**src/rtl/chme_queue.sv**
```systemverilog
// Two-entry queue between the front end and the table walker.
module chme_queue #(
  parameter int WIDTH = 64
) (
  input  logic             clk,
  input  logic             rst_n,
  input  logic             push,
  input  logic [WIDTH-1:0] push_data,
  output logic             full,
  input  logic             pop,
  output logic [WIDTH-1:0] pop_data,
  output logic             empty
);

  logic [WIDTH-1:0] slot_r [2];
  logic             wptr_r, rptr_r;
  logic [1:0]       cnt_r;

  assign full     = (cnt_r == 2'd2);
  assign empty    = (cnt_r == 2'd0);
  assign pop_data = slot_r[rptr_r];

  always_ff @(posedge clk) begin
    if (!rst_n) begin
      wptr_r <= 1'b0;
      rptr_r <= 1'b0;
      cnt_r  <= 2'd0;
    end else begin
      if (push) wptr_r <= ~wptr_r;
      if (pop)  rptr_r <= ~rptr_r;
      cnt_r <= cnt_r + {1'b0, push} - {1'b0, pop};
    end
  end

  always_ff @(posedge clk) begin
    if (push) begin
      slot_r[wptr_r] <= push_data;
    end
  end

endmodule

```
**config.mk**
```make
export PLATFORM = sky130hd
export DESIGN_NAME = chme_queue
export DESIGN_NICKNAME = d
export VERILOG_FILES = /design/src/rtl/chme_queue.sv
export SDC_FILE = /design/constraint.sdc
export NUM_CORES = 1
export LEC_CHECK = 0
export BUFFER_PORTS_ARGS = -buffer_cell sky130_fd_sc_hd__buf_4
export CAP_MARGIN = 40
export CORE_AREA = 5 5 107 109
export DETAILED_ROUTE_END_ITERATION = 16
export DIE_AREA = 0 0 112 114
export PLACE_DENSITY = 0.77
export SLEW_MARGIN = 40
export SYNTH_ARGS = -nofsm -noshare
export SYNTH_HDL_FRONTEND = slang
export SYNTH_SLANG_ARGS = --single-unit
```
**constraint.sdc**
```tcl
create_clock -name clk -period 7.3 [get_ports clk]
set_input_delay 0 -clock clk [delete_from_list [all_inputs] [get_ports clk]]
set_output_delay 0 -clock clk [all_outputs]
set_load 0.005 [all_outputs]
```
==> metrics.txt, run 1 <==
outcome=finished, final reports clean; Distinct cells, synth=14; worst hold path type=input pin to flip-flop; Lkg Pwr=approximately 3.0 nW; Tmin final=2040 ps; WL/cell=about 16 um; first-pass GRT wire length=14900 um; source-to-sink clock delay at the later pin of the worst-skew pair=500 ps; Worst Slack Setup Final=5260 ps; via/cell ratio=4.63; clock transition at the register clock pins on the worst setup and hold paths after CTS=60 ps; synthesized-area fraction occupied by and/or/nand/nor cells=under 10%; total DRC errors in the routed layout=0; number of buffer cells added on primary ports=133; TritonCTS clock tree=built; number of nets produced by synthesis=290; effective utilization at floorplan=49.0%; footprint of the multi-input gates=approximately 1100 um^2; setup repair after global routing missed its margin=false; global route total overflow=0; max-slew violation count=0; Die ar.=12800 um^2; Routability Congestion=just under 0.7; via total after detailed routing=2740; Arrival @ worst endpoint=2040 ps; root buf cell=sky130_fd_sc_hd__clkbuf_8; Die Ht=114 um; R2R Path Start=wptr_r; XOR/XNOR Fraction of Synth Area=0.608%; placeable core region=10500 um^2; worst setup timing slack at the placement stage=approximately 5800 ps; final hold slack=roughly 230 ps; nature of the critical path startpoint=flip-flop; Clock Skew=5.49 ps; drt initial violations=88; CTS H-tree depth=4; worst IR drop on VDD=0.000173 V; post-route clock period utilization=28.0%; number of CTS-inserted buffers=17; Core Rows=38; commonest cells after routing, fill and taps aside=sky130_fd_sc_hd__buf_4, sky130_fd_sc_hd__edfxtp_1, sky130_fd_sc_hd__dlygate4sd3_1; register bit count reported by yosys=133; Syn Area/Cell=23.4 um^2; start point of the worst min-delay path=push_data[15]; global-route usage over all layers=around 15%; Slew headroom=69.4%; highest achievable clock rate=489 MHz; adder and majority cell fraction of the synthesized area=0.486%; total setup violations reported at the end of the flow=0; buffers from clock root to sink, at most=2; I/O pins=between 100 and 150; total iterations of the first detailed-routing run=4; Critical Path End Type=output port; diode insertion count for antenna repair=0; pin count of the biggest net entering global routing=65; via count of the first global-routing pass=3011; Detail Placement HPWL=5640 um; synthesis warning total=0; Max-cap violations=0; residual antenna-violating net count after detailed routing=0; proportion of synthesized area in mux cells=a little under a fifth; horizontal die dimension=112 um; Syn Std Cell Area=5150 um^2; Worst EP required=7300 ps; layout cell share with drive strength beyond 1=between 50% and 60%; total area of sequential cells=3950 um^2; share of synthesized area occupied by flip-flops and latches=76.6%; Cell Pwr Density=~250 nW/um^2; share of the synthesized area in compound gates (AO/OA/AOI/OAI)=less than 1%; number of hold-slack violations in the final timing report=0; number of gates given a new drive strength after cts=0; number of sinks on the clock net=133; crit path kind=flip-flop to output port; slew of the pin with the lowest slew margin=around 460 ps; most frequent standard cell in the layout excluding fill and tap cells=sky130_fd_sc_hd__buf_4; Max Fanout on Critical Path=34; number of antenna violations at the first check in global routing=0; Fillers=668; final WL=9620 um; cell count after synthesis=220; Layout Nets=~510; Fin Setup TNS=0 ps; layout overhead on the synthesized area=45.9%; largest family of logic cells by synthesized area=multiplexers; Power Total=1.88 mW
## final timing paths
kind,to,slack (ps),cells past startpoint
min reg2reg,flip-flop,580,2
min,slot_r[1][15],230,2
max reg2reg,wptr_r,5690,4
max,pop_data[0],5260,4
## metrics by stage
stage          cell area, um^2  std cells  util (%)
4_1_cts                   7490        591      71.3
2_1_floorplan             5150        220         -
5_1_grt                   7510        592      71.4
3_5_place_dp              6290        491      59.8
6_report                  7510        592      71.4
3_3_place_gp              6220        488      59.2
## worst max-delay path: stages (launching register included)
cell,delay (ps)
sky130_fd_sc_hd__dfxtp_4,340
sky130_fd_sc_hd__buf_6,370
sky130_fd_sc_hd__buf_12,310
sky130_fd_sc_hd__mux2_2,370
sky130_fd_sc_hd__buf_4,140
## state kept, by name, indices dropped and copies added, names as in the netlist, named ones only
signal / cells
slot_r: 128
cnt_r: 2
rptr_r: 1
wptr_r: 1
## final cells by class
cell class,count,area share (%)
clock inverter,9,1.08
timing repair buffer,207,23.8
multi-input combinational,78,14.3
tap,140,2.33
clock buffer,23,5.82
sequential,133,52.6
inverter,2,0.100
## cells by family after synthesis
family,Yosys count
AO/OA/AOI/OAI,1
XOR/XNOR,2
adder cells (fa/ha/maj),2
buffers and inverters,9
flip-flops,133
multiplexers,64
AND/OR/NAND/NOR,9
## where the power goes
part | leakage (nW) | internal (mW) | switching [mW] | total, mW
logic | 1.51 | 0.165 | 0.0915 | 0.256
registers | 1.24 | 0.883 | 0.0117 | 0.895
clock network | 0.247 | 0.448 | 0.280 | 0.729
## cells in the mapped netlist
cell                       count  share of area, %
sky130_fd_sc_hd__inv_1         2              0.15
sky130_fd_sc_hd__mux2_2        4              0.88
sky130_fd_sc_hd__xor2_1        1              0.17
sky130_fd_sc_hd__and2_1        4              0.49
sky130_fd_sc_hd__mux2_4       60                18
sky130_fd_sc_hd__dfxtp_1       5               1.9
sky130_fd_sc_hd__buf_12        6               2.3
sky130_fd_sc_hd__o21a_1        1              0.15
sky130_fd_sc_hd__xnor3_1       1              0.44
sky130_fd_sc_hd__edfxtp_1    128                75
sky130_fd_sc_hd__nor2_1        1             0.073
sky130_fd_sc_hd__nor2b_1       4              0.49
sky130_fd_sc_hd__ha_1          2              0.49
sky130_fd_sc_hd__buf_6         1              0.22
## repair_timing
item,4_1_cts,5_1_grt
hold buffers,68,0
setup endpoints to repair,0,0
setup buffers,0,0
endpoints found under the hold margin,133,0
## metal layers
metal	share of wire [%]	global-route usage, %
met2	54	26.8
met3	6.7	5.73
met5	0	0
met1	38	17.3
met4	1.2	5.93
No activity file was read; power rests on OpenSTA's default activity.
==> inputs of run 2 (changes only) <==
==> constraint.sdc (replaced) <==
create_clock -name clk -period 1.9 [get_ports clk]
set_input_delay 0 -clock clk [delete_from_list [all_inputs] [get_ports clk]]
set_output_delay 0 -clock clk [all_outputs]
set_load 0.005 [all_outputs]
==> run 2 against run 1 <==
Net effect: utilization increased by 0.13 points; global-route usage increased by 1.1 points; sequential cell count unchanged; sequential power increased to 3.9 times the previous value; non-clock buffer count unchanged; critical endpoint unchanged; largest cell class unchanged; largest power group unchanged; highest routed layer unchanged.
==> metrics.txt, run 2 (synthesis results as in run 1) <==
outcome=finished, final reports clean; crit path kind=flip-flop to output port; pin count of the biggest net entering global routing=43 (-34%); Layout Nets=509 (unchanged); Clock Skew=2.75 ps (-2.75 ps); Critical Path End Type=output port; final hold slack=223 ps (-4.84 ps); Core Rows=38 (unchanged); Tmin final=1770 ps; Max Fanout on Critical Path=28 (-18%); setup repair after global routing missed its margin=false; Worst EP required=1900 ps (-5400 ps); R2R Path Start=wptr_r; layout overhead on the synthesized area=46.1%; via count of the first global-routing pass=3114 (+3.4%); worst IR drop on VDD=0.000661 V (+280%); endpoint of the worst-slack reg-to-reg timing path=wptr_r; residual antenna-violating net count after detailed routing=0 (unchanged); commonest cells after routing, fill and taps aside=sky130_fd_sc_hd__buf_4, sky130_fd_sc_hd__edfxtp_1, sky130_fd_sc_hd__dlygate4sd3_1; via total after detailed routing=2783 (+1.6%); fin area=7520 um^2 (+0.18%); Cell Pwr Density=986 nW/um^2 (+290%); final WL=10000 um (+4.1%); number of sinks on the clock net=133 (unchanged); total DRC errors in the routed layout=0 (unchanged); global route total overflow=0 (unchanged); placeable core region=10500 um^2 (unchanged); final standard cell utilization of the core=71.6% (+0.13 points); Max-cap violations=0 (unchanged); number of antenna violations at the first check in global routing=1 (+1); Lkg Pwr=3.01 nW (+0.27%); Fin Setup TNS=0 ps (unchanged); Routability Congestion=0.679 (+0.94%); layout cell share with drive strength beyond 1=52.2% (+1.1 points); start point of the worst min-delay path=push_data[37]; largest registers=slot_r: 128 flops, cnt_r: 2 flops; effective utilization at floorplan=49.0% (unchanged); Arrival @ worst endpoint=1770 ps (-270 ps); worst hold path type=input pin to flip-flop; drt initial violations=101 (+15%); placed standard-cell area=6280 um^2 (about the same); Die ar.=12800 um^2 (unchanged); Slew headroom=69.3% (-0.12 points); buffers from clock root to sink, at most=2 (unchanged); Register-to-Register Path Depth=4 (unchanged); register name with the most flops=slot_r; nature of the critical path startpoint=flip-flop; via/cell ratio=4.69 (+1.4%); post-route clock period utilization=93.2%; I/O pins=134 (unchanged); Die Ht=114 um (unchanged); WHS Endpoint=slot_r[1][37]; WL/cell=16.9 um (+4.0%); TritonCTS clock tree=built; clock transition at the register clock pins on the worst setup and hold paths after CTS=60 ps (about the same); number of CTS-inserted buffers=17 (unchanged); total iterations of the first detailed-routing run=4 (unchanged); CTS H-tree depth=4 (unchanged); global-route usage over all layers=16.5% (+1.1 points); horizontal die dimension=112 um (unchanged); Detail Placement HPWL=6060 um (+7.5%); total setup violations reported at the end of the flow=0 (unchanged); R2R setup slack=300 ps (-5390 ps); max-slew violation count=0 (unchanged); first-pass GRT wire length=15900 um (+7.0%); source-to-sink clock delay at the later pin of the worst-skew pair=500 ps (about the same); most frequent standard cell in the layout excluding fill and tap cells=sky130_fd_sc_hd__buf_4; number of hold-slack violations in the final timing report=0 (unchanged); max reg flops=128 (unchanged); count of cells along the worst hold path=2 (unchanged); slew of the pin with the lowest slew margin=460 ps (+1.77 ps); highest achievable clock rate=~560 MHz; root buf cell=sky130_fd_sc_hd__clkbuf_8; number of buffer cells added on primary ports=133 (unchanged)
[run 2: cell count changes in the layout (fill, tap and decap cells not counted), sizes merged]
cell and delta:
bufinv +1, clkbuf -6, clkinv +3, diode +1
clkinvlp +2
[run 2: worst max-delay path by stage]
stage,from,endpoint,slack (ps),cells after the start
2_1_floorplan,wptr_r,slot_r[0][0],190,1
3_3_place_gp,wptr_r,slot_r[0][23],670,2
3_5_place_dp,cnt_r[0],cnt_r[1],640,6
4_1_cts,flip-flop,pop_data[0],90,3
5_1_grt,flip-flop,pop_data[0],50,3
6_report,flip-flop,pop_data[0],130,3
[run 2: power breakdown]
| part | total, mW | internal [mW] | switching, mW |
|---|---|---|---|
| Combinational | 0.971 | 0.629 | 0.342 |
| Sequential | 3.45 | 3.39 | 0.0573 |
| Clock | 2.99 | 1.84 | 1.15 |
| Total | 7.41 | 5.86 | 1.55 |
[run 2: routing by layer]
| metal | vias to the layer above | global-route usage, % | part of all wire [%] |
|---|---|---|---|
| met5 | - | 0 | 0 |
| met4 | 0 | 6.01 | 0.93 |
| met3 | 7 | 6.10 | 6.4 |
| met2 | 95 | 30.1 | 55 |
| met1 | 1377 | 17.5 | 37 |
| li1 | 1304 | - | - |
[run 2: layout make-up]
type | instances | area, um^2
timing repair buffer | 207 | 1760
multi-input combinational | 78 | 1070
antenna | 1 | 2.50
sequential | 133 | 3950
tap | 140 | 175
clock inverter | 15 | 140
clock buffer | 17 | 414
fill | 662 | 2990
inverter | 2 | 7.51
[run 2: worst max-delay path, cell delays in order (launching register included)]
cell and delay (ps):
sky130_fd_sc_hd__dfxtp_4 480, sky130_fd_sc_hd__buf_12 260, sky130_fd_sc_hd__mux2_2 370, sky130_fd_sc_hd__buf_4 140
[run 2: per-stage QoR]
| stage | total power, mW | setup slack, ps | instances |
|---|---|---|---|
| 3_5_place_dp | 4.38 | 643 | 492 |
| 2_1_floorplan | 3.97 | 189 | 220 |
| 6_report | 7.41 | 129 | 593 |
| 5_1_grt | 7.74 | 52.8 | 593 |
| 3_3_place_gp | 4.35 | 665 | 492 |
| 4_1_cts | 7.49 | 92.5 | 592 |
[run 2: repair_timing]
item	4_1_cts	5_1_grt
hold buffers	68	0
gates resized for setup	0	0
setup buffers	0	0
endpoints found under the hold margin	133	0
==> inputs of run 3 (changes only) <==
==> constraint.sdc (replaced) <==
create_clock -name clk -period 2.2 [get_ports clk]
set_input_delay 0.22 -clock clk [delete_from_list [all_inputs] [get_ports clk]]
set_output_delay 0.22 -clock clk [all_outputs]
set_load 0.005 [all_outputs]
==> run 3 against run 2 <==
Net effect: combinational power down 15%; non-clock buffer count shrank 1; register-to-register slack better by 490 ps; utilization rose by 0.29 points; count of clock-buffer cells in the layout up 1; sequential power down 13%; total power decreased by 11%; global-route usage is 0.75 points lower; worst hold slack worse by 180 ps; critical path depth unchanged; cell count decreased by 0.34%; highest routed layer unchanged.
==> metrics.txt, run 3 (synthesis results as in run 1) <==
Fillers=634 (-4.2%); layout overhead on the synthesized area=46.7%; GR Layer Usage met2=27.3% (-2.7 points); total DRC errors in the routed layout=0 (unchanged); combinational share of power=12.4% (-0.7 points); grt met1 use=17.4% (-0.16 points); TritonCTS clock tree=built; met3 Usage GRT=5.57% (-0.53 points); final hold slack=44.3 ps (-179 ps); placeable core region=10500 um^2 (unchanged); setup fix buffers added after clock tree synthesis=0 (unchanged); outcome=finished, final reports clean; max reg flops=128 (unchanged); buffers from clock root to sink, at most=2 (unchanged); first-pass GRT wire length=15200 um (-4.5%); number of CTS-inserted buffers=17 (unchanged); largest registers=slot_r: 128 flops, cnt_r: 2 flops; Routability Congestion=0.701 (+3.3%); Max-cap violations=0 (unchanged); I/O pins=134 (unchanged); number of hold-slack violations in the final timing report=0 (unchanged); start point of the worst min-delay path=pop; Worst EP required=1980 ps (+80 ps); max-slew violation count=0 (unchanged); power share of the sequential group=45.2% (-1.3 points); Tmin final=2100 ps; WL/cell=16.0 um (-5.1%); drt initial violations=93 (-7.9%); via/cell ratio=4.61 (-1.7%); nature of the critical path startpoint=flip-flop; number of sinks on the clock net=133 (unchanged); number of antenna violations at the first check in global routing=0 (-1); number of gates given a new drive strength after cts=0 (unchanged); Lkg Pwr=3.03 nW (+0.74%); total setup violations reported at the end of the flow=0 (unchanged); switching part of the total=19.9% (-1.0 points); crit path kind=flip-flop to output port; total iterations of the first detailed-routing run=4 (unchanged); Detail Placement HPWL=6100 um (+0.57%); Cell Pwr Density=876 nW/um^2 (-11%); register name with the most flops=slot_r; via count of the first global-routing pass=3030 (-2.7%); Die Ht=114 um (unchanged); source-to-sink clock delay at the later pin of the worst-skew pair=500 ps (about the same); Arrival @ worst endpoint=1880 ps (+110 ps); final WL=9470 um (-5.5%); Net Switching=1.31 mW (-15%); clock transition at the register clock pins on the worst setup and hold paths after CTS=60 ps (about the same); via total after detailed routing=2726 (-2.0%); effective utilization at floorplan=49.0% (unchanged); R2R setup slack=790 ps (+490 ps); Slew headroom=58.2% (-11 points); commonest cells after routing, fill and taps aside=sky130_fd_sc_hd__buf_4, sky130_fd_sc_hd__edfxtp_1, sky130_fd_sc_hd__dlygate4sd3_1; layout cell share with drive strength beyond 1=52.5% (+0.34 points); Core Rows=38 (unchanged); Die ar.=12800 um^2 (unchanged); endpoint of the worst-slack reg-to-reg timing path=slot_r[1][5]; Int Pwr=5.30 mW (-9.6%); Register-to-Register Path Depth=2 (-2); footprint of the multi-input gates=1070 um^2 (unchanged); CTS H-tree depth=4 (unchanged); highest achievable clock rate=477 MHz; global route total overflow=0 (unchanged); Fin Setup TNS=0 ps (unchanged); setup repair after global routing missed its margin=false; horizontal die dimension=112 um (unchanged); most frequent standard cell in the layout excluding fill and tap cells=sky130_fd_sc_hd__buf_4; worst hold path type=input pin to flip-flop; number of buffer cells added on primary ports=133 (unchanged); Setup crit end=pop_data[51]; diode insertion count for antenna repair=0 (-1); R2R Path Start=wptr_r; post-route clock period utilization=95.3%; Max Fanout on Critical Path=23 (-18%); global-route usage over all layers=15.7% (-0.75 points); share of power burned in the clock network=42.4% (+2.0 points); worst IR drop on VDD=0.000599 V (-9.4%); layer with the highest usage after global routing=met2; pin count of the biggest net entering global routing=47 (+9.3%); root buf cell=sky130_fd_sc_hd__clkbuf_8; slew of the pin with the lowest slew margin=627 ps (+166 ps); Layout Nets=508 (-0.20%); residual antenna-violating net count after detailed routing=0 (unchanged); Critical Path End Type=output port; Clock Skew=5.13 ps (+2.38 ps); total area of sequential cells=3950 um^2 (unchanged)
run 3: cell types whose count changed in the layout (fill, tap and decap cells not counted), sizes merged:
cell,change
buf,+2
bufinv,+2
clkbuf,+1
clkinv,-2
clkinvlp,-2
diode,-1
dlygate4sd3,-3
inv,+1
run 3: what timing repair did:
item,CTS,global route
endpoints found under the hold margin,133,0
hold buffers,65,0
setup endpoints to repair,0,0
run 3: power by group through the flow:
stage / registers [mW] / logic [mW] / clock network, mW
6_report: 2.99 / 0.823 / 2.80
5_1_grt: 3.00 / 0.884 / 3.00
4_1_cts: 2.99 / 0.834 / 2.87
3_5_place_dp: 3.04 / 0.737 / 0
3_3_place_gp: 3.04 / 0.721 / 0
2_1_floorplan: 3.01 / 0.417 / 0
run 3: per-layer routing:
layer | vias up | share of wire (%)
met1 | 1308 | 36
met3 | 21 | 7.1
met5 | - | 0
met4 | 0 | 2.0
li1 | 1301 | -
met2 | 96 | 55
run 3: worst min path at each step:
stage | endpoint | cells after the start
floorplan | slot_r[0][0] | 0
global route | wptr_r | 3
global placement | slot_r[0][52] | 1
detailed placement | slot_r[0][0] | 1
CTS | flip-flop | 3
finish | flip-flop | 3
run 3: final cells by class:
cell class	instances	share of cell area [%]
Clock buffer	18	5.53
Sequential cell	133	52.3
Inverter	2	0.0994
Timing Repair Buffer	206	23.1
Clock inverter	14	2.44
Multi-Input combinational cell	78	14.2
Tap cell	140	2.32
run 3: through the flow:
step                utilization (%)  instances  total power, mW  setup WS, ps  area [um^2]
detailed placement             59.9        494             3.78           612         6300
finish                         71.9        591             6.62           103         7550
CTS                            71.9        591             6.70          49.2         7550
floorplan                         -        220             3.43           489         5150
global route                   71.9        591             6.88          8.98         7550
global placement               59.9        494             3.76           616         6300
run 3: worst max-delay path: stages (launching register included):
cell and delay (ps):
sky130_fd_sc_hd__dfxtp_4 630, sky130_fd_sc_hd__buf_4 280, sky130_fd_sc_hd__mux2_4 320, sky130_fd_sc_hd__buf_4 140
