===== src/rtl/chme_pkg.sv =====
// Types, codes and hash helpers of the chained hash map engine.
package chme_pkg;

  typedef enum logic [1:0] {
    OP_INSERT = 2'd0,
    OP_ERASE  = 2'd1,
    OP_GET    = 2'd2,
    OP_NOP    = 2'd3
  } op_t;

  typedef enum logic [1:0] {
    ST_OK      = 2'd0,
    ST_DUP     = 2'd1,
    ST_MISSING = 2'd2,
    ST_FULL    = 2'd3
  } status_t;

  typedef struct packed {
    op_t         op;
    logic [31:0] key;
    logic [31:0] value;
  } in_item_t;

  typedef struct packed {
    status_t     status;
    logic [31:0] found_value;
    logic [10:0] item_total;
  } out_item_t;

  localparam logic [31:0] MIX_XOR = 32'd61;
  localparam logic [31:0] MIX_MUL = 32'h27d4eb2d;
  localparam int          MIX_SH_HI = 16;
  localparam int          MIX_SH_OUT = 15;

  // Mixing steps that come before the multiply.
  function automatic logic [31:0] mix_pre(logic [31:0] k);
    logic [31:0] x;
    x = (k ^ MIX_XOR) ^ (k >> MIX_SH_HI);
    x = x + (x << 3);
    return x ^ (x >> 4);
  endfunction

  // Final fold after the multiply.
  function automatic logic [31:0] mix_post(logic [31:0] p);
    return p ^ (p >> MIX_SH_OUT);
  endfunction

endpackage


===== src/rtl/chme_front.sv =====
// Front end: accepts commands, hashes the key and picks the bucket.
module chme_front #(
  parameter int BUCKETS = 32
) (
  input  logic                       clk,
  input  logic                       rst_n,
  input  logic                       start,
  output logic                       busy,
  input  chme_pkg::in_item_t         in_item,
  input  logic                       q_full,
  output logic                       q_push,
  output chme_pkg::in_item_t         q_item,
  output logic [$clog2(BUCKETS)-1:0] q_bucket
);

  localparam int BW = $clog2(BUCKETS);
  localparam bit IS_POW2 = (BUCKETS == (1 << BW));
  // Rounded-up reciprocal that gives the exact quotient of any 32-bit hash.
  localparam logic [32:0] RECIP =
    33'(((64'd1 << (32 + BW)) + 64'(BUCKETS) - 64'd1) / 64'(BUCKETS));

  typedef enum logic [4:0] {
    F_IDLE = 5'b00001,
    F_MUL  = 5'b00010,
    F_MOD  = 5'b00100,
    F_DIV  = 5'b01000,
    F_PUSH = 5'b10000
  } fstate_t;

  fstate_t            state_r, state_nxt;
  chme_pkg::in_item_t item_r;
  logic [31:0]        x_r, prod_r, h_r, q_r;
  logic [BW-1:0]      rem_r;
  logic               step_r;
  logic [31:0]        h_c;
  logic [64:0]        qprod;

  assign busy     = (state_r != F_IDLE);
  assign q_push   = (state_r == F_PUSH) && !q_full;
  assign q_item   = item_r;
  assign q_bucket = rem_r;
  assign h_c      = chme_pkg::mix_post(prod_r);
  assign qprod    = {33'd0, h_r} * {32'd0, RECIP};

  always_comb begin
    state_nxt = state_r;
    unique case (state_r)
      F_IDLE: if (start) state_nxt = F_MUL;
      F_MUL:  state_nxt = F_MOD;
      F_MOD:  state_nxt = IS_POW2 ? F_PUSH : F_DIV;
      F_DIV:  if (step_r) state_nxt = F_PUSH;
      F_PUSH: if (!q_full) state_nxt = F_IDLE;
      default: state_nxt = F_IDLE;
    endcase
  end

  always_ff @(posedge clk) begin
    if (!rst_n) begin
      state_r <= F_IDLE;
    end else begin
      state_r <= state_nxt;
    end
  end

  // Remainder by the bucket count: a mask for powers of two, else a reciprocal
  // multiply for the quotient and a multiply-subtract for the remainder.
  always_ff @(posedge clk) begin
    unique case (state_r)
      F_IDLE: begin
        if (start) begin
          item_r <= in_item;
          x_r    <= chme_pkg::mix_pre(in_item.key);
        end
      end
      F_MUL: prod_r <= x_r * chme_pkg::MIX_MUL;
      F_MOD: begin
        h_r    <= h_c;
        step_r <= 1'b0;
        rem_r  <= IS_POW2 ? h_c[BW-1:0] : '0;
      end
      F_DIV: begin
        step_r <= 1'b1;
        if (!step_r) begin
          q_r <= 32'(qprod >> (32 + BW));
        end else begin
          rem_r <= BW'(h_r - q_r * 32'(BUCKETS));
        end
      end
      F_PUSH: ;
      default: ;
    endcase
  end

endmodule


===== config.mk =====
export PLATFORM = sky130hd
export DESIGN_NAME = chme_front
export DESIGN_NICKNAME = d
export VERILOG_FILES = /design/src/rtl/chme_pkg.sv /design/src/rtl/chme_front.sv
export SDC_FILE = /design/constraint.sdc
export NUM_CORES = 1
export LEC_CHECK = 0
export ABC_CLOCK_PERIOD_IN_PS = 6450
export BUFFER_PORTS_ARGS = -buffer_cell sky130_fd_sc_hd__buf_2
export CAP_MARGIN = 10
export CORE_MARGIN = 3
export CORE_UTILIZATION = 30
export DETAILED_ROUTE_END_ITERATION = 7
export PLACE_DENSITY = 0.47
export SLEW_MARGIN = 20
export SYNTH_ARGS = -nofsm -noshare
export SYNTH_HDL_FRONTEND = slang
export SYNTH_SLANG_ARGS = --single-unit

===== constraint.sdc =====
create_clock -name clk -period 6.45 [get_ports clk]
set_input_delay 0.3225 -clock clk [delete_from_list [all_inputs] [get_ports clk]]
set_output_delay 0.3225 -clock clk [all_outputs]
set_load 0.01 [all_outputs]

==> summary.md, run 1 <==
| Metric | Value |
|---|---|
| Status | finished clean |
| Setup bufs post-CTS | 0 |
| Slew headroom | 0.5090 |
| Deepest clock path buffer count | 2 |
| Unrepaired setup endpoints after global routing | false |
| Placed cells | between 1000 and 1500 |
| Starting Density | 0.3090 |
| GR Overflow Total | 0 |
| Post-synth top area share | 0.3724 |
| CTS Sinks | 105 |
| Avg WL per Cell | roughly 16 um |
| CP startpoint | x_r[6] |
| CTS tree | yes |
| Via-to-Cell Ratio | roughly 4.4 |
| Crit path time final | roughly 6 ns |
| Arrival time at the worst endpoint | 6.07 ns |
| CP delay by family, top | adder cells |
| Post-route ant nets | 0 |
| DR DRC count | 0 |
| Post-synth EDFFs | about 100 |
| CP max FO | 6 |
| Design area | roughly 9600 um^2 |
| Cts bufs inserted | 9 |
| Final Util | 0.3644 |
| Buf+Inv Stages, Crit Path | 4 |
| Initial antenna violation count | 1 |
| Share of cells above drive strength 1 | 0.2114 |
| Syn Area/Cell | 12.23 um^2 |
| Total Nets Final | approximately 1100 |
| Core Footprint | 26350 um^2 |
| Most common cell after layout, fill and taps aside | buf_2 |
| First-pass GRT wire length | 29.40 mm |
| Row Count | 59 |
| Synth cell types | 47 |
| Pins Over Slew Limit | 0 |
| R2r setup slk | slightly below 0.5 ns |
| Via count of the first global-routing pass | between 5000 and 6000 |
| Synth area leaders | edfxtp_1, ha_1, fa_1, inv_1, xnor2_1 |
| Iteration-0 DRC count of the detailed router | approximately 250 |
| Routed via count | between 5000 and 6000 |
| Final GP Congestion | approximately 0.80 |
| FF+latch count, synth | between 100 and 150 |
| Critical Path End Type | register |
| GRT Overall Usage | 0.1303 |
| DIE HEIGHT | between 150 and 200 um |
| Most frequent cells in the layout | buf_2, inv_1, ha_1 |
| Hpwl dp | 15.75 mm |
| # fillers | 2609 |
| Die width | 170.8 um |
| Port Buffers | ~140 |
| Worst-Margin Slew | ~0.73 ns |
| Clock Latency Late Sink | about 0.36 ns |
| Startpoint class of the critical path | register |
| Clock-pin slew on the worst setup and hold paths | approximately 0.09 ns |
| Ys Warns | 0 |
| Drt total wl | between 15 and 20 mm |
| Final setup viols | 0 |
| Largest net degree at the start of global routing | between 50 and 60 |
| Crit Reg-Reg Startpoint | x_r[6] |
| DRT Pass-1 Iters | 6 |
| CTS resizes | 0 |
| Hold Path Origin | in_item[9] |
| Synth-to-layout area growth | 17.93% |
| Final Hold Vio Count | 0 |
| Worst hold-check path type | primary input to register |
| Max Clk Rate | 167.7 MHz |
| Period utilization | 0.9244 |
| Required time of the critical path | approximately 6.6 ns |
| Synth Cell Area | approximately 8100 um^2 |
| Die ar. | slightly below 30000 um^2 |
| Crit path cell chain | ha_1, inv_1, fa_1, fa_1, fa_1, inv_1, fa_1, fa_1, inv_1, fa_1, inv_1, ha_1, and2_1, a221o_1, a31oi_1, a21boi_1, o21bai_1, a21oi_1, xnor2_1 |
| CP dominant cell by count | fa_1 |
| Post-synthesis net count | a little over 900 |
| Post-synth top flop | edfxtp_1 |
| Final Skew | around 0.011 ns |
| Slowest stage cell on the critical path | fa_1 |
| Critical path's largest stage delay | 0.55 ns |
| CTS Root Cell | clkbuf_16 |
| CP Class | register to register |
| Post-Syn Instances | 666 |
| Placed instance area | a little over 9000 um^2 |
| Synth area leader | edfxtp_1 |
| I/O pin cnt | 143 |
| Fin cells | about 1200 |
| Post-synthesis sequential area ratio | 0.3822 |
| Max-Cap Viols | 0 |
| Ant. Diodes | 0 |
| H-tree Lvls | 3 |
| Setup TNS | 0 ns |
| Post-synth ARST share | 0 |
| Hold_buf cts | 0 |
==> synthesized netlist by cell type, types with 4 or more instances <==
| cell | count |
|---|---|
| edfxtp_1 | 101 |
| o21ai_0 | 13 |
| o21ai_1 | 6 |
| a211oi_1 | 6 |
| a21oi_1 | 24 |
| fa_1 | 60 |
| xnor2_1 | 53 |
| nor3_1 | 4 |
| dfxtp_1 | 4 |
| nor2_1 | 9 |
| and2_1 | 7 |
| and3_1 | 4 |
| o21a_1 | 5 |
| mux2i_1 | 4 |
| a21o_1 | 8 |
| nand2_1 | 11 |
| inv_1 | 138 |
| nand2b_1 | 5 |
| o21bai_1 | 4 |
| xor2_1 | 36 |
| ha_1 | 125 |
==> per-stage QoR <==
step	setup slack [ns]	hold slack [ns]
finish	0.4876	0.1298
global route	0.1310	0.1091
CTS	0.4728	0.1107
detailed placement	0.5003	0.5007
global placement	0.5568	0.4991
floorplan	0.7907	0.3987
==> cell families after synthesis <==
family / synth area share
fa+ha+maj: 0.3395
buf+inv: 0.06576
flops: 0.3822
compound gates: 0.07805
xor+xnor: 0.09571
simple gates: 0.03380
mux: 0.004916
==> worst paths after layout <==
check / end / cells after the start
max: prod_r[18] / 19
min: q_item[9] / 1
max reg2reg: prod_r[18] / 19
min reg2reg: h_r[2] / 1
==> sequential cells by signal, indices dropped and copies added, names as in the netlist <==
signal / flops
q_item: 66
x_r: 20
prod_r: 10
h_r: 5
state_r: 4
==> layer usage <==
| metal | global-route usage | wire [um] |
|---|---|---|
| met2 | 0.2261 | 9205 |
| met3 | 0.03073 | 686 |
| met1 | 0.1687 | 8287 |
| met4 | 0.02152 | 182 |
| met5 | 0 | 0 |
==> area by class of cell <==
| cell class | instances | area, um^2 | share of cell area |
|---|---|---|---|
| Tap cell | 335 | 419.2 | 0.04364 |
| Inverter | 138 | 518.0 | 0.05393 |
| Clock inverter | 7 | 91.34 | 0.009510 |
| Timing Repair Buffer | 145 | 733.2 | 0.07634 |
| Clock buffer | 9 | 225.2 | 0.02345 |
| Multi-Input combinational cell | 419 | 4504 | 0.4690 |
| Sequential cell | 105 | 3113 | 0.3241 |
Power of run 1 is left out: the tool's default activity adds up to more than one toggle a clock period on the data nets, which glitch-free logic cannot reach.
==> run 2, diff against run 1 <==
--- a/config.mk
+++ b/config.mk
@@ -7,2 +7,3 @@
 export LEC_CHECK = 0
+export ABC_AREA = 1
 export ABC_CLOCK_PERIOD_IN_PS = 6450
--- a/constraint.sdc
+++ b/constraint.sdc
@@ -3,2 +3,2 @@
 set_output_delay 0.3225 -clock clk [all_outputs]
-set_load 0.01 [all_outputs]
+set_load 0.1 [all_outputs]
==> summary.md, run 2 <==
| Metric | Value |
|---|---|
| Status | finished clean |
| Fin cells | 1348 (+16%) |
| Critical Path End Type | register |
| Syn Area/Cell | 10.51 um^2 (-14%) |
| Placed cells | 1332 (+17%) |
| Via-to-Cell Ratio | 4.238 (-2.9%) |
| Clock-pin slew on the worst setup and hold paths | 0.08 ns (about the same) |
| Post-Syn Instances | 810 (+22%) |
| Post-synthesis net count | 1065 (+16%) |
| CTS resizes | 0 (unchanged) |
| Startpoint class of the critical path | register |
| Final setup viols | 0 (unchanged) |
| Crit path time final | 5.558 ns (-0.4045 ns) |
| Synth area leaders | edfxtp_1, ha_1, fa_1, inv_1, nand2_1 |
| Post-route ant nets | 0 (unchanged) |
| # fillers | 2873 (+10%) |
| Total Nets Final | 1220 (+14%) |
| Die width | 174.5 um (+2.2%) |
| Most common cell after layout, fill and taps aside | inv_1 |
| Share of cells above drive strength 1 | 0.2000 (-0.01142) |
| H-tree Lvls | 3 (unchanged) |
| Largest net degree at the start of global routing | 82 (+52%) |
| Synth cell types | 32 (-32%) |
| First-pass GRT wire length | 32.02 mm (+8.9%) |
| Setup bufs post-CTS | 0 (unchanged) |
| Slew headroom | 0.3056 (-0.2033) |
| Synth Cell Area | 8517 um^2 (+4.6%) |
| CP Class | register to register |
| Worst-Margin Slew | 1.042 ns (+0.3106 ns) |
| Cts bufs inserted | 9 (unchanged) |
| Starting Density | 0.3057 (-0.003299) |
| Arrival time at the worst endpoint | 5.67 ns (-0.40 ns) |
| Hold_buf cts | 0 (unchanged) |
| Most frequent cells in the layout | inv_1, buf_2, ha_1 |
| Setup TNS | 0 ns (unchanged) |
| Avg WL per Cell | 14.75 um (-7.0%) |
| Die ar. | 30450 um^2 (+4.4%) |
| Core Footprint | 27860 um^2 (+5.7%) |
| Final GP Congestion | 0.8372 (+5.3%) |
| Row Count | 61 (+3.4%) |
| Iteration-0 DRC count of the detailed router | 189 (-23%) |
| Max-Cap Viols | 0 (unchanged) |
| Largest register FFs | 66 (unchanged) |
| Dpl ws | 0.8813 ns (+0.3810 ns) |
| Initial antenna violation count | 0 (-1) |
| Post-synth ARST share | 0 (unchanged) |
| Pins Over Slew Limit | 0 (unchanged) |
| Drt total wl | 19.89 mm (+8.3%) |
| Most frequent cells after synthesis | inv_1, ha_1, nand2_1 |
| Deepest clock path buffer count | 2 (unchanged) |
| Design area | 10030 um^2 (+4.4%) |
| CP max FO | 7 (+1) |
| Post-synth top flop | edfxtp_1 |
| FF+latch count, synth | 105 (unchanged) |
| Setup WS post-layout | 0.8921 ns (+0.4045 ns) |
| CTS tree | yes |
| DR DRC count | 0 (unchanged) |
| Dominant cell by count in the synthesized netlist | inv_1 |
| Period utilization | 0.8617 (-0.06271) |
| Hpwl dp | 17.02 mm (+8.1%) |
| Final Skew | 0.008534 ns (-0.002379 ns) |
| GRT Overall Usage | 0.1338 (+0.003440) |
| Ys Warns | 0 (unchanged) |
| Via count of the first global-routing pass | 6183 (+14%) |
| Port Buffers | 142 (unchanged) |
| Required time of the critical path | 6.56 ns (about the same) |
| Routed via count | 5713 (+13%) |
| Worst hold-check path type | primary input to register |
| DIE HEIGHT | 174.5 um (+2.2%) |
| DRT Pass-1 Iters | 4 (-2) |
| Max Clk Rate | 179.9 MHz (+7.3%) |
| I/O pin cnt | 143 (unchanged) |
| Clock Latency Late Sink | 0.36 ns (about the same) |
| Final Hold Vio Count | 0 (unchanged) |
| Post-synth top area share | 0.3561 (-0.01630) |
| GR Overflow Total | 0 (unchanged) |
| CTS Sinks | 105 (unchanged) |
| Post-synth EDFFs | 101 (unchanged) |
| Post-synthesis sequential area ratio | 0.3655 (-0.01673) |
| Synth area leader | edfxtp_1 |
| Placed instance area | 9723 um^2 (+4.7%) |
| Unrepaired setup endpoints after global routing | false |
| Ant. Diodes | 0 (unchanged) |
| Synth-to-layout area growth | 17.76% |
| CTS Root Cell | clkbuf_16 |
[run 2: cell count changes in the layout (fill, tap and decap cells not counted), sizes merged, moves of 15 or more]
| cell | before | now |
|---|---|---|
| nand2 | 11 | 120 |
| inv | 142 | 187 |
| xnor2 | 53 | 21 |
| nand3 | 2 | 30 |
| nor2 | 9 | 27 |
| a21oi | 26 | 41 |
[run 2: layer usage]
metal,wire [um],global-route usage,vias to the layer above
li1,-,-,2942
met3,713,0.02599,11
met5,0,0,-
met2,10160,0.2428,91
met1,8892,0.1693,2669
met4,118,0.01828,0
[run 2: path summary, 6_finish.rpt]
check / start / end / slack, ns / cells after the start
worst min-delay path: in_item[31] / q_item[31] / 0.13 / 1
worst min register to register: state_r[1] / state_r[2] / 0.54 / 2
worst max-delay path: x_r[6] / prod_r[18] / 0.89 / 17
worst max register to register: x_r[6] / prod_r[18] / 0.89 / 17
[run 2: cells by family after synthesis]
kind of cell	Yosys count	synth area share
AOI/OAI and AO/OA	64	0.04231
buffers and inverters	183	0.08065
DFF	105	0.3655
adders and majority gates	185	0.3247
and+or+nand+nor	204	0.1106
xor gates and xnor gates	69	0.07624
[run 2: layout make-up]
type / count / area [um^2] / area share
clock buffers: 9 / 225.2 / 0.02246
well taps: 378 / 473.0 / 0.04716
flip-flops and latches: 105 / 3113 / 0.3104
clock inverters: 7 / 81.33 / 0.008109
multi-input cells: 522 / 4725 / 0.4711
inverters: 183 / 686.9 / 0.06849
repair buffers: 144 / 725.7 / 0.07236
[run 2: through the flow]
step           utilization  hold WS, ns
2_1_floorplan            -       0.4214
3_5_place_dp        0.3490       0.5009
4_1_cts             0.3600       0.1135
3_3_place_gp        0.3490       0.4993
5_1_grt             0.3600       0.1136
6_report            0.3600       0.1316
[run 2: worst max-delay path: stages, from the launching register on]
cell      delay (ns)
edfxtp_1        0.54
ha_1            0.42
inv_1           0.08
fa_1            0.53
fa_1            0.44
fa_1            0.49
inv_1           0.05
fa_1            0.51
fa_1            0.55
inv_1           0.05
fa_1            0.49
inv_1           0.04
ha_1            0.35
nand2_1         0.14
nor3_1          0.28
nand3_1         0.13
nand2_1         0.13
xor2_1          0.08
Power of run 2 is left out for the same reason.
==> run 3, diff against run 2 <==
Settings changed: ABC_CLOCK_PERIOD_IN_PS 6450 to 5800.
Clock period 6.45 ns to 5.8 ns, I/O delays scaled along.
==> summary.md, run 3 (same netlist as run 2, synthesis figures left out) <==
| Metric | Value |
|---|---|
| Cts bufs inserted | 9 (unchanged) |
| First-pass GRT wire length | 31.39 mm (-2.0%) |
| Largest net degree at the start of global routing | 76 (-7.3%) |
| Clock Latency Late Sink | 0.35 ns (about the same) |
| Via count of the first global-routing pass | 6140 (-0.70%) |
| Critical Path End Type | register |
| DR DRC count | 0 (unchanged) |
| GR Overflow Total | 0 (unchanged) |
| Port Buffers | 142 (unchanged) |
| DRT Pass-1 Iters | 5 (+1) |
| Hold depth | 1 (unchanged) |
| Row Count | 61 (unchanged) |
| Max-Cap Viols | 0 (unchanged) |
| Pins Over Slew Limit | 0 (unchanged) |
| Required time of the critical path | 5.90 ns (-0.66 ns) |
| Final setup viols | 0 (unchanged) |
| Initial antenna violation count | 0 (unchanged) |
| Core Footprint | 27860 um^2 (unchanged) |
| Final GP Congestion | 0.8320 (-0.62%) |
| I/O pin cnt | 143 (unchanged) |
| GRT Overall Usage | 0.1307 (-0.003040) |
| # fillers | 2856 (-0.59%) |
| Iteration-0 DRC count of the detailed router | 249 (+32%) |
| Total Nets Final | 1221 (+0.082%) |
| Hpwl dp | 16.80 mm (-1.3%) |
| Post-route ant nets | 0 (unchanged) |
| H-tree Lvls | 3 (unchanged) |
| CP max FO | 7 (unchanged) |
| Arrival time at the worst endpoint | 5.52 ns (-0.15 ns) |
| Max Clk Rate | 184.6 MHz (+2.6%) |
| Share of cells above drive strength 1 | 0.1998 (-0.0002060) |
| CTS tree | yes |
| Avg WL per Cell | 14.32 um (-2.9%) |
| Routed via count | 5732 (+0.33%) |
| Deepest clock path buffer count | 2 (unchanged) |
| Unrepaired setup endpoints after global routing | false |
| Worst-Margin Slew | 0.9335 ns (-0.1080 ns) |
| Period utilization | 0.9341 (+0.07244) |
| Final Hold Vio Count | 0 (unchanged) |
| FF-to-FF path depth | 17 (unchanged) |
| Starting Density | 0.3057 (unchanged) |
| Via-to-Cell Ratio | 4.249 (+0.26%) |
| Slew headroom | 0.3777 (+0.07201) |
| CP Class | register to register |
| DIE HEIGHT | 174.5 um (unchanged) |
| Final Skew | 0.01012 ns (+0.001590 ns) |
| Clock-pin slew on the worst setup and hold paths | 0.08 ns (about the same) |
| CTS Root Cell | clkbuf_16 |
| Hold_buf cts | 0 (unchanged) |
| Setup bufs post-CTS | 0 (unchanged) |
| Startpoint class of the critical path | register |
| CTS resizes | 0 (unchanged) |
| Die ar. | 30450 um^2 (unchanged) |
| Die width | 174.5 um (unchanged) |
| Setup TNS | 0 ns (unchanged) |
| Crit path time final | 5.418 ns (-0.1400 ns) |
| Status | finished clean |
| Worst hold-check path type | primary input to register |
| Most frequent cells in the layout | inv_1, buf_2, ha_1 |
| Most common cell after layout, fill and taps aside | inv_1 |
| Ant. Diodes | 0 (unchanged) |
| CTS Sinks | 105 (unchanged) |
| Drt total wl | 19.32 mm (-2.8%) |
| Largest register FFs | 66 (unchanged) |
| Synth-to-layout area growth | 17.66% (about the same) |
## run 3: per-layer routing
| metal | share of wire | vias up | routed length (um) | global-route usage |
|---|---|---|---|---|
| met5 | 0 | - | 0 | 0 |
| met4 | 0.015 | 0 | 291 | 0.02660 |
| met3 | 0.037 | 19 | 721 | 0.02621 |
| met2 | 0.51 | 100 | 9764 | 0.2355 |
| met1 | 0.44 | 2669 | 8547 | 0.1628 |
| li1 | - | 2944 | - | - |
## run 3: worst paths after layout
check	startpoint	endpoint	slack [ns]
max	x_r[6]	prod_r[18]	0.38
min	in_item[5]	q_item[5]	0.11
min reg2reg	state_r[1]	state_r[2]	0.53
max reg2reg	x_r[6]	prod_r[18]	0.38
## run 3: through the flow
| step | instance area, um^2 | setup slack [ns] | utilization | hold slack, ns | cells |
|---|---|---|---|---|---|
| 2_1_floorplan | 8517 | 0.4891 | - | 0.3889 | 810 |
| 3_3_place_gp | 9731 | 0.3867 | 0.3493 | 0.4664 | 1333 |
| 3_5_place_dp | 9731 | 0.3513 | 0.3493 | 0.4681 | 1333 |
| 4_1_cts | 10020 | 0.3331 | 0.3597 | 0.07974 | 1349 |
| 5_1_grt | 10020 | 0.1256 | 0.3597 | 0.08771 | 1349 |
| 6_report | 10020 | 0.3821 | 0.3597 | 0.1079 | 1349 |
## run 3: cell type report
class | count | area (um^2) | share of cell area
well taps | 378 | 473.0 | 0.04720
inverters | 183 | 686.9 | 0.06855
multi-input cells | 522 | 4725 | 0.4715
flip-flops and latches | 105 | 3113 | 0.3106
repair buffers | 145 | 733.2 | 0.07317
clock buffers | 10 | 229.0 | 0.02285
clock inverters | 6 | 61.31 | 0.006118
## run 3: worst max-delay path: stages (launching register included)
cell and delay [ns]:
edfxtp_1 0.53, ha_1 0.38, inv_1 0.06, fa_1 0.52, fa_1 0.44, fa_1 0.49
inv_1 0.06, fa_1 0.50, fa_1 0.54, inv_1 0.05, fa_1 0.49, inv_1 0.04
ha_1 0.34, nand2_1 0.14, nor3_1 0.26, nand3_1 0.12, nand2_1 0.11, xor2_1 0.08
Power of run 3 is left out for the same reason.
